File: config.mk
export PLATFORM = sky130hd
export DESIGN_NAME = tcp_segment_arrival_fsm_unit
export DESIGN_NICKNAME = d
export VERILOG_FILES = /design/src/design/tsa_pkg.sv /design/src/design/tsa_front.sv /design/src/design/tsa_queue.sv /design/src/design/tsa_back.sv /design/src/design/tcp_segment_arrival_fsm_unit.sv
export SDC_FILE = /design/constraint.sdc
export NUM_CORES = 2
export LEC_CHECK = 0
export BUFFER_PORTS_ARGS = -buffer_cell sky130_fd_sc_hd__buf_2
export CORE_MARGIN = 4
export CORE_UTILIZATION = 55
export DETAILED_ROUTE_END_ITERATION = 12
export MAX_ROUTING_LAYER = met4
export PLACE_DENSITY = 0.83
export SYNTH_ARGS = -nofsm -noshare
export SYNTH_HDL_FRONTEND = slang
export SYNTH_SLANG_ARGS = --single-unit
File: constraint.sdc
create_clock -name clk -period 20.9 [get_ports clk]
set_input_delay 4.18 -clock clk [delete_from_list [all_inputs] [get_ports clk]]
set_output_delay 4.18 -clock clk [all_outputs]
set_load 0.1 [all_outputs]
File: src/design/tsa_pkg.sv
// Package for the TCP segment-arrival engine: flag codes, event and state
// encodings, and the item, reply and sequence-variable structs.
// No dependencies.
package tsa_pkg;

	localparam int QUEUE_DEPTH = 2;
	localparam int QPTR_W = $clog2(QUEUE_DEPTH);
	localparam int QCNT_W = $clog2(QUEUE_DEPTH + 1);

	localparam logic [15:0] RECV_WINDOW_RESET = 16'hFFFF;

	localparam logic [7:0] FLAG_FIN = 8'h01;
	localparam logic [7:0] FLAG_SYN = 8'h02;
	localparam logic [7:0] FLAG_RST = 8'h04;
	localparam logic [7:0] FLAG_ACK = 8'h10;

	typedef enum logic [1:0] {
		ACT_SEGMENT      = 2'd0,
		ACT_ACTIVE_OPEN  = 2'd1,
		ACT_PASSIVE_OPEN = 2'd2,
		ACT_CLOSE        = 2'd3
	} act_t;

	typedef enum logic [2:0] {
		ST_CLOSED   = 3'd0,
		ST_LISTEN   = 3'd1,
		ST_SYN_SENT = 3'd2,
		ST_SYN_RCVD = 3'd3,
		ST_ESTAB    = 3'd4
	} conn_state_t;

	// One classified event as it sits in the queue.
	typedef struct packed {
		act_t        action;
		logic        matched;
		logic [31:0] seq;
		logic [31:0] ack;
		logic        fin;
		logic        syn;
		logic        rst;
		logic        ack_flag;
		logic [15:0] wnd;
		logic [31:0] iseq;
		logic [31:0] iseq_plus1;
		logic [31:0] seq_plus1;
		logic [31:0] seq_end;
		logic [31:0] seq_last;
		logic        len_zero;
	} tsa_item_t;

	typedef struct packed {
		logic        send;
		logic [31:0] seq;
		logic [31:0] ack;
		logic [7:0]  flags;
		logic [15:0] window;
	} tsa_reply_t;

	typedef struct packed {
		logic [31:0] snd_nxt;
		logic [31:0] snd_una;
		logic [15:0] snd_wnd;
		logic [31:0] wl1;
		logic [31:0] wl2;
		logic [31:0] iss;
		logic [31:0] irs;
		logic [31:0] rcv_nxt;
		logic [15:0] rcv_wnd;
	} tsa_vars_t;

	function automatic tsa_reply_t make_reply(logic [31:0] seq, logic [31:0] ack,
			logic [7:0] flags, logic [15:0] window);
		tsa_reply_t r;
		r.send   = 1'b1;
		r.seq    = seq;
		r.ack    = ack;
		r.flags  = flags;
		r.window = window;
		return r;
	endfunction

endpackage

File: src/design/tsa_front.sv
// Front end of the TCP segment-arrival engine: decodes one event beat and
// precomputes the segment-length sums. Depends on tsa_pkg.
module tsa_front import tsa_pkg::*; (
	input  logic [1:0]  action,
	input  logic        for_this_connection,
	input  logic [31:0] seq_num,
	input  logic [31:0] ack_num,
	input  logic [7:0]  flags,
	input  logic [15:0] window,
	input  logic [15:0] data_len,
	input  logic [31:0] initial_seq,
	output tsa_item_t   item
);

	logic [16:0] seg_len;
	logic [31:0] seg_len_m1;

	// SYN and FIN each occupy one sequence number.
	assign seg_len = {1'b0, data_len} + {16'd0, (flags & FLAG_SYN) != 8'd0}
		+ {16'd0, (flags & FLAG_FIN) != 8'd0};
	assign seg_len_m1 = {15'd0, seg_len} - 32'd1;

	always_comb begin
		item.action     = act_t'(action);
		item.matched    = for_this_connection;
		item.seq        = seq_num;
		item.ack        = ack_num;
		item.fin        = (flags & FLAG_FIN) != 8'd0;
		item.syn        = (flags & FLAG_SYN) != 8'd0;
		item.rst        = (flags & FLAG_RST) != 8'd0;
		item.ack_flag   = (flags & FLAG_ACK) != 8'd0;
		item.wnd        = window;
		item.iseq       = initial_seq;
		item.iseq_plus1 = initial_seq + 32'd1;
		item.seq_plus1  = seq_num + 32'd1;
		item.seq_end    = seq_num + {15'd0, seg_len};
		item.seq_last   = seq_num + seg_len_m1;
		item.len_zero   = seg_len == 17'd0;
	end

endmodule

File: src/design/tsa_queue.sv
// Short FIFO of classified events between the front and back ends.
// Depends on tsa_pkg.
module tsa_queue import tsa_pkg::*; (
	input  logic      clk,
	input  logic      arst_n,
	input  logic      push,
	input  tsa_item_t push_item,
	input  logic      pop,
	output tsa_item_t head,
	output logic      full,
	output logic      empty
);

	tsa_item_t         slot_q [QUEUE_DEPTH];
	logic [QPTR_W-1:0] wr_ptr_q;
	logic [QPTR_W-1:0] rd_ptr_q;
	logic [QCNT_W-1:0] cnt_q;

	assign full  = cnt_q == QCNT_W'(QUEUE_DEPTH);
	assign empty = cnt_q == '0;
	assign head  = slot_q[rd_ptr_q];

	always_ff @(posedge clk) begin
		if (push) begin
			slot_q[wr_ptr_q] <= push_item;
		end
	end

	always_ff @(posedge clk or negedge arst_n) begin
		if (!arst_n) begin
			wr_ptr_q <= '0;
			rd_ptr_q <= '0;
			cnt_q    <= '0;
		end else begin
			if (push) begin
				wr_ptr_q <= (wr_ptr_q == QPTR_W'(QUEUE_DEPTH - 1)) ? '0 : wr_ptr_q + QPTR_W'(1);
			end
			if (pop) begin
				rd_ptr_q <= (rd_ptr_q == QPTR_W'(QUEUE_DEPTH - 1)) ? '0 : rd_ptr_q + QPTR_W'(1);
			end
			if (push && !pop) begin
				cnt_q <= cnt_q + QCNT_W'(1);
			end else if (pop && !push) begin
				cnt_q <= cnt_q - QCNT_W'(1);
			end
		end
	end

	a_cnt_bound: assert property (@(posedge clk) disable iff (!arst_n)
		cnt_q <= QCNT_W'(QUEUE_DEPTH)) else $error("queue count over depth");
	a_cnt_up: assert property (@(posedge clk) disable iff (!arst_n)
		push && !pop |=> cnt_q == $past(cnt_q) + QCNT_W'(1)) else $error("push lost");
	a_cnt_down: assert property (@(posedge clk) disable iff (!arst_n)
		pop && !push |=> cnt_q == $past(cnt_q) - QCNT_W'(1)) else $error("pop lost");

endmodule

File: src/design/tsa_back.sv
// Back end of the TCP segment-arrival engine: connection state, sequence
// variables, reply generation and the output register. Depends on tsa_pkg.
module tsa_back import tsa_pkg::*; (
	input  logic        clk,
	input  logic        arst_n,
	input  logic        cfg_we,
	input  logic [15:0] cfg_wdata,
	input  tsa_item_t   head,
	input  logic        empty,
	output logic        pop,
	output logic        out_valid,
	input  logic        out_ready,
	output tsa_reply_t  out_reply,
	output conn_state_t out_state
);

	logic [15:0] rwnd_cfg_q;
	conn_state_t state_q, state_d;
	tsa_vars_t   vars_q, vars_d;
	tsa_reply_t  rep_d;
	tsa_reply_t  out_rep_q;
	conn_state_t out_state_q;
	logic        out_valid_q;

	logic        seg_orphan;
	logic        ss_ack_bad;
	logic        ss_ok;
	logic [31:0] ss_una;
	logic        ss_estab;
	logic [31:0] rcv_top;
	logic        wnd_zero;
	logic        seq_in;
	logic        last_in;
	logic        sync_ok;

	assign pop = !empty && (!out_valid_q || out_ready);

	// Segment for another endpoint, or no connection at all.
	assign seg_orphan = !head.matched || state_q == ST_CLOSED;

	// SYN-SENT acknowledgment checks.
	assign ss_ack_bad = head.ack_flag && (head.ack <= vars_q.iss || head.ack > vars_q.snd_nxt);
	assign ss_ok = head.ack_flag && !ss_ack_bad && vars_q.snd_una <= head.ack
		&& head.ack <= vars_q.snd_nxt;
	assign ss_una = ss_ok ? head.ack : vars_q.snd_una;
	assign ss_estab = ss_una > vars_q.iss;

	// Receive-window acceptability for synchronized states.
	assign rcv_top  = vars_q.rcv_nxt + {16'd0, vars_q.rcv_wnd};
	assign wnd_zero = vars_q.rcv_wnd == 16'd0;
	assign seq_in   = vars_q.rcv_nxt <= head.seq && head.seq < rcv_top;
	assign last_in  = vars_q.rcv_nxt <= head.seq_last && head.seq_last < rcv_top;
	assign sync_ok  = head.len_zero ? (wnd_zero ? head.seq == vars_q.rcv_nxt : seq_in)
		: (!wnd_zero && (seq_in || last_in));

	// Next connection state.
	always_comb begin
		state_d = state_q;
		unique case (head.action)
			ACT_ACTIVE_OPEN: begin
				if (state_q == ST_CLOSED) state_d = ST_SYN_SENT;
			end
			ACT_PASSIVE_OPEN: begin
				if (state_q == ST_CLOSED) state_d = ST_LISTEN;
			end
			ACT_CLOSE: begin
				state_d = ST_CLOSED;
			end
			ACT_SEGMENT: begin
				if (!seg_orphan) begin
					unique case (state_q)
						ST_LISTEN: begin
							if (!head.rst && !head.ack_flag && head.syn) state_d = ST_SYN_RCVD;
						end
						ST_SYN_SENT: begin
							priority if (ss_ack_bad) begin
								state_d = ST_SYN_SENT;
							end else if (head.rst) begin
								if (ss_ok) state_d = ST_CLOSED;
							end else if (head.syn) begin
								state_d = ss_estab ? ST_ESTAB : ST_SYN_RCVD;
							end else begin
								state_d = state_q;
							end
						end
						default: state_d = state_q;
					endcase
				end
			end
			default: state_d = state_q;
		endcase
	end

	// Reply segment and sequence-variable updates.
	always_comb begin
		rep_d  = '0;
		vars_d = vars_q;
		unique case (head.action)
			ACT_ACTIVE_OPEN: begin
				if (state_q == ST_CLOSED) begin
					vars_d         = '0;
					vars_d.rcv_wnd = rwnd_cfg_q;
					vars_d.iss     = head.iseq;
					vars_d.snd_una = head.iseq;
					vars_d.snd_nxt = head.iseq_plus1;
					rep_d = make_reply(head.iseq, 32'd0, FLAG_SYN, rwnd_cfg_q);
				end
			end
			ACT_PASSIVE_OPEN: begin
				vars_d = vars_q;
			end
			ACT_CLOSE: begin
				if (state_q != ST_CLOSED) begin
					rep_d = make_reply(vars_q.snd_nxt, vars_q.rcv_nxt, FLAG_RST,
						vars_q.rcv_wnd);
					vars_d = '0;
				end
			end
			ACT_SEGMENT: begin
				if (seg_orphan) begin
					if (!head.rst) begin
						rep_d = head.ack_flag
							? make_reply(head.ack, 32'd0, FLAG_RST, 16'd0)
							: make_reply(32'd0, head.seq_end, FLAG_RST | FLAG_ACK, 16'd0);
					end
				end else begin
					unique case (state_q)
						ST_LISTEN: begin
							priority if (head.rst) begin
								rep_d = '0;
							end else if (head.ack_flag) begin
								rep_d = make_reply(head.ack, 32'd0, FLAG_RST, 16'd0);
							end else if (head.syn) begin
								vars_d.rcv_wnd = rwnd_cfg_q;
								vars_d.rcv_nxt = head.seq_plus1;
								vars_d.irs     = head.seq;
								vars_d.iss     = head.iseq;
								vars_d.snd_nxt = head.iseq_plus1;
								vars_d.snd_una = head.iseq;
								rep_d = make_reply(head.iseq, head.seq_plus1,
									FLAG_SYN | FLAG_ACK, rwnd_cfg_q);
							end else begin
								rep_d = '0;
							end
						end
						ST_SYN_SENT: begin
							priority if (ss_ack_bad) begin
								rep_d = make_reply(head.ack, 32'd0, FLAG_RST, 16'd0);
							end else if (head.rst) begin
								if (ss_ok) vars_d = '0;
							end else if (head.syn) begin
								vars_d.rcv_nxt = head.seq_plus1;
								vars_d.irs     = head.seq;
								vars_d.snd_una = ss_una;
								if (ss_estab) begin
									vars_d.snd_wnd = head.wnd;
									vars_d.wl1     = head.seq;
									vars_d.wl2     = head.ack;
									rep_d = make_reply(vars_q.snd_nxt, head.seq_plus1,
										FLAG_ACK, vars_q.rcv_wnd);
								end else begin
									rep_d = make_reply(vars_q.iss, head.seq_plus1,
										FLAG_SYN | FLAG_ACK, vars_q.rcv_wnd);
								end
							end else begin
								rep_d = '0;
							end
						end
						ST_SYN_RCVD, ST_ESTAB: begin
							if (!sync_ok && !head.rst) begin
								rep_d = make_reply(vars_q.snd_nxt, vars_q.rcv_nxt, FLAG_ACK,
									vars_q.rcv_wnd);
							end
						end
						default: rep_d = '0;
					endcase
				end
			end
			default: rep_d = '0;
		endcase
	end

	always_ff @(posedge clk or negedge arst_n) begin
		if (!arst_n) begin
			rwnd_cfg_q  <= RECV_WINDOW_RESET;
			state_q     <= ST_CLOSED;
			vars_q      <= '0;
			out_valid_q <= 1'b0;
		end else begin
			if (cfg_we) rwnd_cfg_q <= cfg_wdata;
			if (pop) begin
				state_q <= state_d;
				vars_q  <= vars_d;
			end
			if (pop) begin
				out_valid_q <= 1'b1;
			end else if (out_ready) begin
				out_valid_q <= 1'b0;
			end
		end
	end

	always_ff @(posedge clk) begin
		if (pop) begin
			out_rep_q   <= rep_d;
			out_state_q <= state_d;
		end
	end

	assign out_valid = out_valid_q;
	assign out_reply = out_rep_q;
	assign out_state = out_state_q;

	a_quiet_reply: assert property (@(posedge clk) disable iff (!arst_n)
		out_valid_q && !out_rep_q.send |-> out_rep_q.seq == 32'd0 && out_rep_q.ack == 32'd0
		&& out_rep_q.flags == 8'd0 && out_rep_q.window == 16'd0)
		else $error("silent result carries nonzero fields");
	a_close_clears: assert property (@(posedge clk) disable iff (!arst_n)
		pop && head.action == ACT_CLOSE |=> state_q == ST_CLOSED && vars_q.snd_nxt == 32'd0)
		else $error("close left connection state");
	a_state_shown: assert property (@(posedge clk) disable iff (!arst_n)
		pop |=> out_valid_q && out_state_q == state_q)
		else $error("reported state differs from connection state");

endmodule

File: src/design/tcp_segment_arrival_fsm_unit.sv
// Top level of the TCP segment-arrival engine: front decode, event queue and
// back end. Depends on tsa_pkg, tsa_front, tsa_queue and tsa_back.
//
//   Channel   Handshake              Payload
//   --------  ---------------------  ----------------------------------------------
//   event in  in_valid / in_ready    action, for_this_connection, seq_num, ack_num,
//                                    flags, window, data_len, initial_seq
//   reply out out_valid / out_ready  send_segment, out_seq, out_ack, out_flags,
//                                    out_window, conn_state
//   config    cfg_we (no wait)       cfg_wdata = receive window size
//
// Every event beat yields exactly one reply beat. An event is decoded in the
// cycle it is accepted and written into a two-entry queue; the back end takes
// one event per cycle and loads the result into the output register, so the
// sustained rate is one event per clock while out_ready does not stall it.
// in_ready falls only when the queue is full, which happens only while the
// output register is stalled by out_ready; the queue lets two more events in
// under such a stall. Reset leaves the connection closed, all sequence
// variables zero and the receive window size at 65535.
module tcp_segment_arrival_fsm_unit import tsa_pkg::*; (
	input  logic        clk,
	input  logic        arst_n,
	input  logic        in_valid,
	output logic        in_ready,
	input  logic [1:0]  action,
	input  logic        for_this_connection,
	input  logic [31:0] seq_num,
	input  logic [31:0] ack_num,
	input  logic [7:0]  flags,
	input  logic [15:0] window,
	input  logic [15:0] data_len,
	input  logic [31:0] initial_seq,
	output logic        out_valid,
	input  logic        out_ready,
	output logic        send_segment,
	output logic [31:0] out_seq,
	output logic [31:0] out_ack,
	output logic [7:0]  out_flags,
	output logic [15:0] out_window,
	output logic [2:0]  conn_state,
	input  logic        cfg_we,
	input  logic [15:0] cfg_wdata
);

	tsa_item_t   front_item;
	tsa_item_t   head;
	logic        q_full;
	logic        q_empty;
	logic        push;
	logic        pop;
	tsa_reply_t  reply;
	conn_state_t state_out;

	// The front end is pure decode; it only stalls when the queue is full.
	assign in_ready = !q_full;
	assign push     = in_valid && !q_full;

	tsa_front u_front (
		.action              (action),
		.for_this_connection (for_this_connection),
		.seq_num             (seq_num),
		.ack_num             (ack_num),
		.flags               (flags),
		.window              (window),
		.data_len            (data_len),
		.initial_seq         (initial_seq),
		.item                (front_item)
	);

	tsa_queue u_queue (
		.clk       (clk),
		.arst_n    (arst_n),
		.push      (push),
		.push_item (front_item),
		.pop       (pop),
		.head      (head),
		.full      (q_full),
		.empty     (q_empty)
	);

	// The back end pops whenever its output register is free or being drained.
	tsa_back u_back (
		.clk       (clk),
		.arst_n    (arst_n),
		.cfg_we    (cfg_we),
		.cfg_wdata (cfg_wdata),
		.head      (head),
		.empty     (q_empty),
		.pop       (pop),
		.out_valid (out_valid),
		.out_ready (out_ready),
		.out_reply (reply),
		.out_state (state_out)
	);

	assign send_segment = reply.send;
	assign out_seq      = reply.seq;
	assign out_ack      = reply.ack;
	assign out_flags    = reply.flags;
	assign out_window   = reply.window;
	assign conn_state   = state_out;

endmodule

==> results.yml <==
yosys:
  syn_area_per_cell_um2: 11.3
  ys_warn_count: 0
  yosys-top-cells-area: "edfxtp_1 41%, ha_1 10%, dfrtp_1 9.4%"
  ys_ff_latch: 717
  synth_edf_count: 549
  yosysTopAreaCell: "edfxtp_1"
  netlist.area_leader.share_pct: 40.8
  netlist_area_mm2: 0.0404
  synth-main-ff-cell: "edfxtp_1"
  synthCells: 3560
  yosysSeqAreaShare_pct: 51.3
  synth_async_sr_flop_share_pct: 23.4
  synth_cell_types: 81
cells_and_area:
  final_common_cell: "edfxtp_1"
  layout_common_cells: "549 x edfxtp_1, 328 x ha_1, 247 x nand2_1"
  areaGrowthSynthToFinish_pct: 11.7
  fin_nets: 4249
  fin_util_pct: 61.9
  drive_gt1_share_pct: 13.3
timing:
  min_period_ps: 8940
  worst_pin_slew_ps: 1400
  timing.final.ws_setup_ps: 11960
  slew_headroom_pct: 6.84
  hold_viol: 0
  tns_ps: 0
  max_clock_freq_mhz: 112
  min_period_over_period_pct: 42.8
  maxSlewViolCount: 0
  rsz0062_at_grt: "no"
  fin_worst_skew_ps: 36.0
  final-setup-viol-count: 0
routing:
  drc: 0
  drt_iter0_drc: 3178
  dr.pass1.iters: 8
  wl_per_cell_um: 23.5
  vias: 30200
  via_per_inst: 6.31
  detail-route-antenna-nets: 0
  routed_wirelength_um: 112000
global_route:
  grtUsageMet3_pct: 3.89
  grtUsageMet2_pct: 48.9
  grt-ovfl-total: 0
  grt_pass1_wl_um: 170000
  busiest_layer: "met2"
  grt_pass1_vias: 30100
  antenna_found_initial: 9
  track_usage_pct: 28.9
  grtUsageMet1_pct: 34.2
  grt_max_degree: 168
die:
  die_y_um: 279
  die-area_mm2: 0.0778
  core_area_mm2: 0.0728
  rows: 99
  num_io_pins: 254
  die_x_um: 279
  start_util_pct: 55.5
clock_tree:
  clk_pin_slew_ps: 60
  clock-root-buffer: "clkbuf_16"
  cts-resized-gates: 0
  cts.sinks: 717
  cts_buffers: 77
  clk_latency_ps: 650
  htreeDepth: 3
  max-clock-path-buffers: 3
  cts_tree: "done"
  cts_setup_buffers: 0
  hold_buffers: 0
setup_path:
  r2r-end: "u_back.out_reply[78]"
  reg2reg_depth: 18
  crit_arrival_ps: 9320
  worstSetupPathType: "primary input to flip-flop"
  cp_data_required_time_ps: 21280
  rrSetupSlack_ps: 12100
  startpoint_type: "primary input"
  rr_startpoint: "u_queue.rd_ptr_q"
  critPathCaptureType: "flip-flop"
  cp_max_fo: 6
hold_path:
  min_path_type: "flip-flop to flip-flop"
  worst_hold_path.num_cells: 2
  hold_start: "u_back.out_valid"
  hold-path-endpoint: "u_back.out_valid"
run:
  maxCapViolCount: 0
power:
  p_switching_mw: 3.43
  seq_power_share_pct: 31.3
  combPwrFrac_pct: 49.7
  ir_worst_vdd_mv: 0.212
  power.total_mw: 7.38
  p_clk_share_pct: 18.9
  switching_share_pct: 46.4
  leakage_nw: 18.3
  internal_power_mw: 3.95
  power_density_mw_per_mm2: 164
placement:
  dp_hpwl_um: 77900
  numPortBuffers: 228
  gp_congestion: 0.979
  place_ws_ps: 11310
status:
  status: "complete, no violations"
-- worst max path at each step --
stage / from / endpoint / slack [ps] / cells after the start
2_1_floorplan: in_valid / u_queue.slot_q[0][0] / 6170 / 2
3_3_place_gp: flags[1] / u_queue.slot_q[0][32] / 11400 / 20
5_1_grt: flags[1] / u_queue.slot_q[0][32] / 11670 / 20
3_5_place_dp: flags[1] / u_queue.slot_q[0][32] / 11310 / 20
4_1_cts: flags[1] / u_queue.slot_q[1][32] / 11990 / 20
6_report: flags[1] / u_queue.slot_q[1][32] / 11960 / 20
-- synth_stat cells (5+ instances only) --
| master | n |
|---|---|
| a211o_1 | 5 |
| a211oi_1 | 48 |
| o21bai_1 | 14 |
| and4_1 | 13 |
| buf_2 | 45 |
| and2_1 | 7 |
| edfxtp_1 | 549 |
| inv_1 | 224 |
| nor3b_1 | 5 |
| xnor2_1 | 128 |
| a21oi_1 | 218 |
| o2bb2ai_1 | 33 |
| a21o_1 | 85 |
| o22ai_1 | 63 |
| nor2_1 | 157 |
| buf_4 | 10 |
| nand2_1 | 248 |
| a22o_1 | 16 |
| nand2b_1 | 20 |
| o21ai_0 | 209 |
| nand4_1 | 67 |
| a31oi_1 | 6 |
| nor4_1 | 14 |
| clkbuf_1 | 87 |
| a2111oi_0 | 5 |
| or3_1 | 41 |
| dfstp_2 | 16 |
| o21a_1 | 16 |
| nor3_1 | 41 |
| ha_1 | 328 |
| o31ai_1 | 37 |
| and3_1 | 28 |
| mux2_2 | 53 |
| or2_2 | 11 |
| mux2i_1 | 198 |
| dfrtp_1 | 152 |
| xor2_1 | 54 |
| o211ai_1 | 12 |
| o21ai_1 | 8 |
| buf_1 | 10 |
| nand3_1 | 121 |
| nor2b_1 | 16 |
| a221oi_1 | 37 |
| a32o_1 | 32 |
-- flip-flops by register name, summed over array words and instances, names as in the netlist --
signal	count
u_queue.wr_ptr_q	1
u_back.out_reply	84
u_back.out_valid	1
u_back.rwnd_cfg_q	16
u_queue.slot_q	462
u_queue.cnt_q	2
u_back.out_state	3
u_queue.rd_ptr_q	1
u_back.state_q	3
u_back.vars_q	144
-- cell type report --
| type | instances | area [µm²] |
|---|---|---|
| fill | 5684 | 27700 |
| sequential | 717 | 20700 |
| multi-input combinational | 2468 | 18200 |
| clock buffer | 100 | 2110 |
| timing repair buffer | 269 | 1480 |
| tap | 959 | 1200 |
| inverter | 224 | 843 |
| clock inverter | 43 | 504 |
| antenna | 8 | 20.0 |
-- critical path, cell delays in order --
cell      delay [ps]
buf_2            160
fa_1             490
ha_1             390
inv_1            110
ha_1             180
o21ai_0          150
nor3_1           320
nand3_1          210
nor3_1           370
nand2b_1         160
nor2_1           210
xor2_1           100
ha_1             390
and4_1           270
o211ai_1         170
a31o_2           340
a211oi_1         630
a31o_2           260
a21oi_1           80
xnor2_1          150
-- routing by layer --
layer | up-vias | routed length, µm
met3 | 349 | 8280
met1 | 14700 | 42000
met2 | 1371 | 56100
met5 | - | 0
met4 | 0 | 6110
li1 | 13800 | -
-- kinds of logic (layout without fill, tap and decap cells) --
family          after synthesis  in the layout  synth area share, %
fa+ha+maj                   332            332                 10.4
xor+xnor                    182            182                 3.95
compound gates              894            894                 14.5
mux                         251            251                 6.38
buf+inv                     379            636                 3.81
other cells                   1             13              0.00928
simple gates                804            804                 9.69
flops                       717            717                 51.3
-- per-stage QoR --
step	cells	hold slack, ps	instance area (µm²)
final	4788	509	45100
after global routing	4788	538	45100
after CTS	4780	508	45100
after detailed placement	4637	494	42500
after global placement	4637	487	42500
after floorplan	3564	461	40400
-- power by group through the flow --
stage | registers (mW) | clock network, mW | logic (mW)
final | 2.31 | 1.40 | 3.67
after global routing | 2.34 | 1.48 | 3.97
after CTS | 2.30 | 1.42 | 3.62
after detailed placement | 2.32 | 0 | 3.60
after global placement | 2.30 | 0 | 3.51
after floorplan | 2.84 | 0 | 2.15
(Power assumes the default switching activity.)
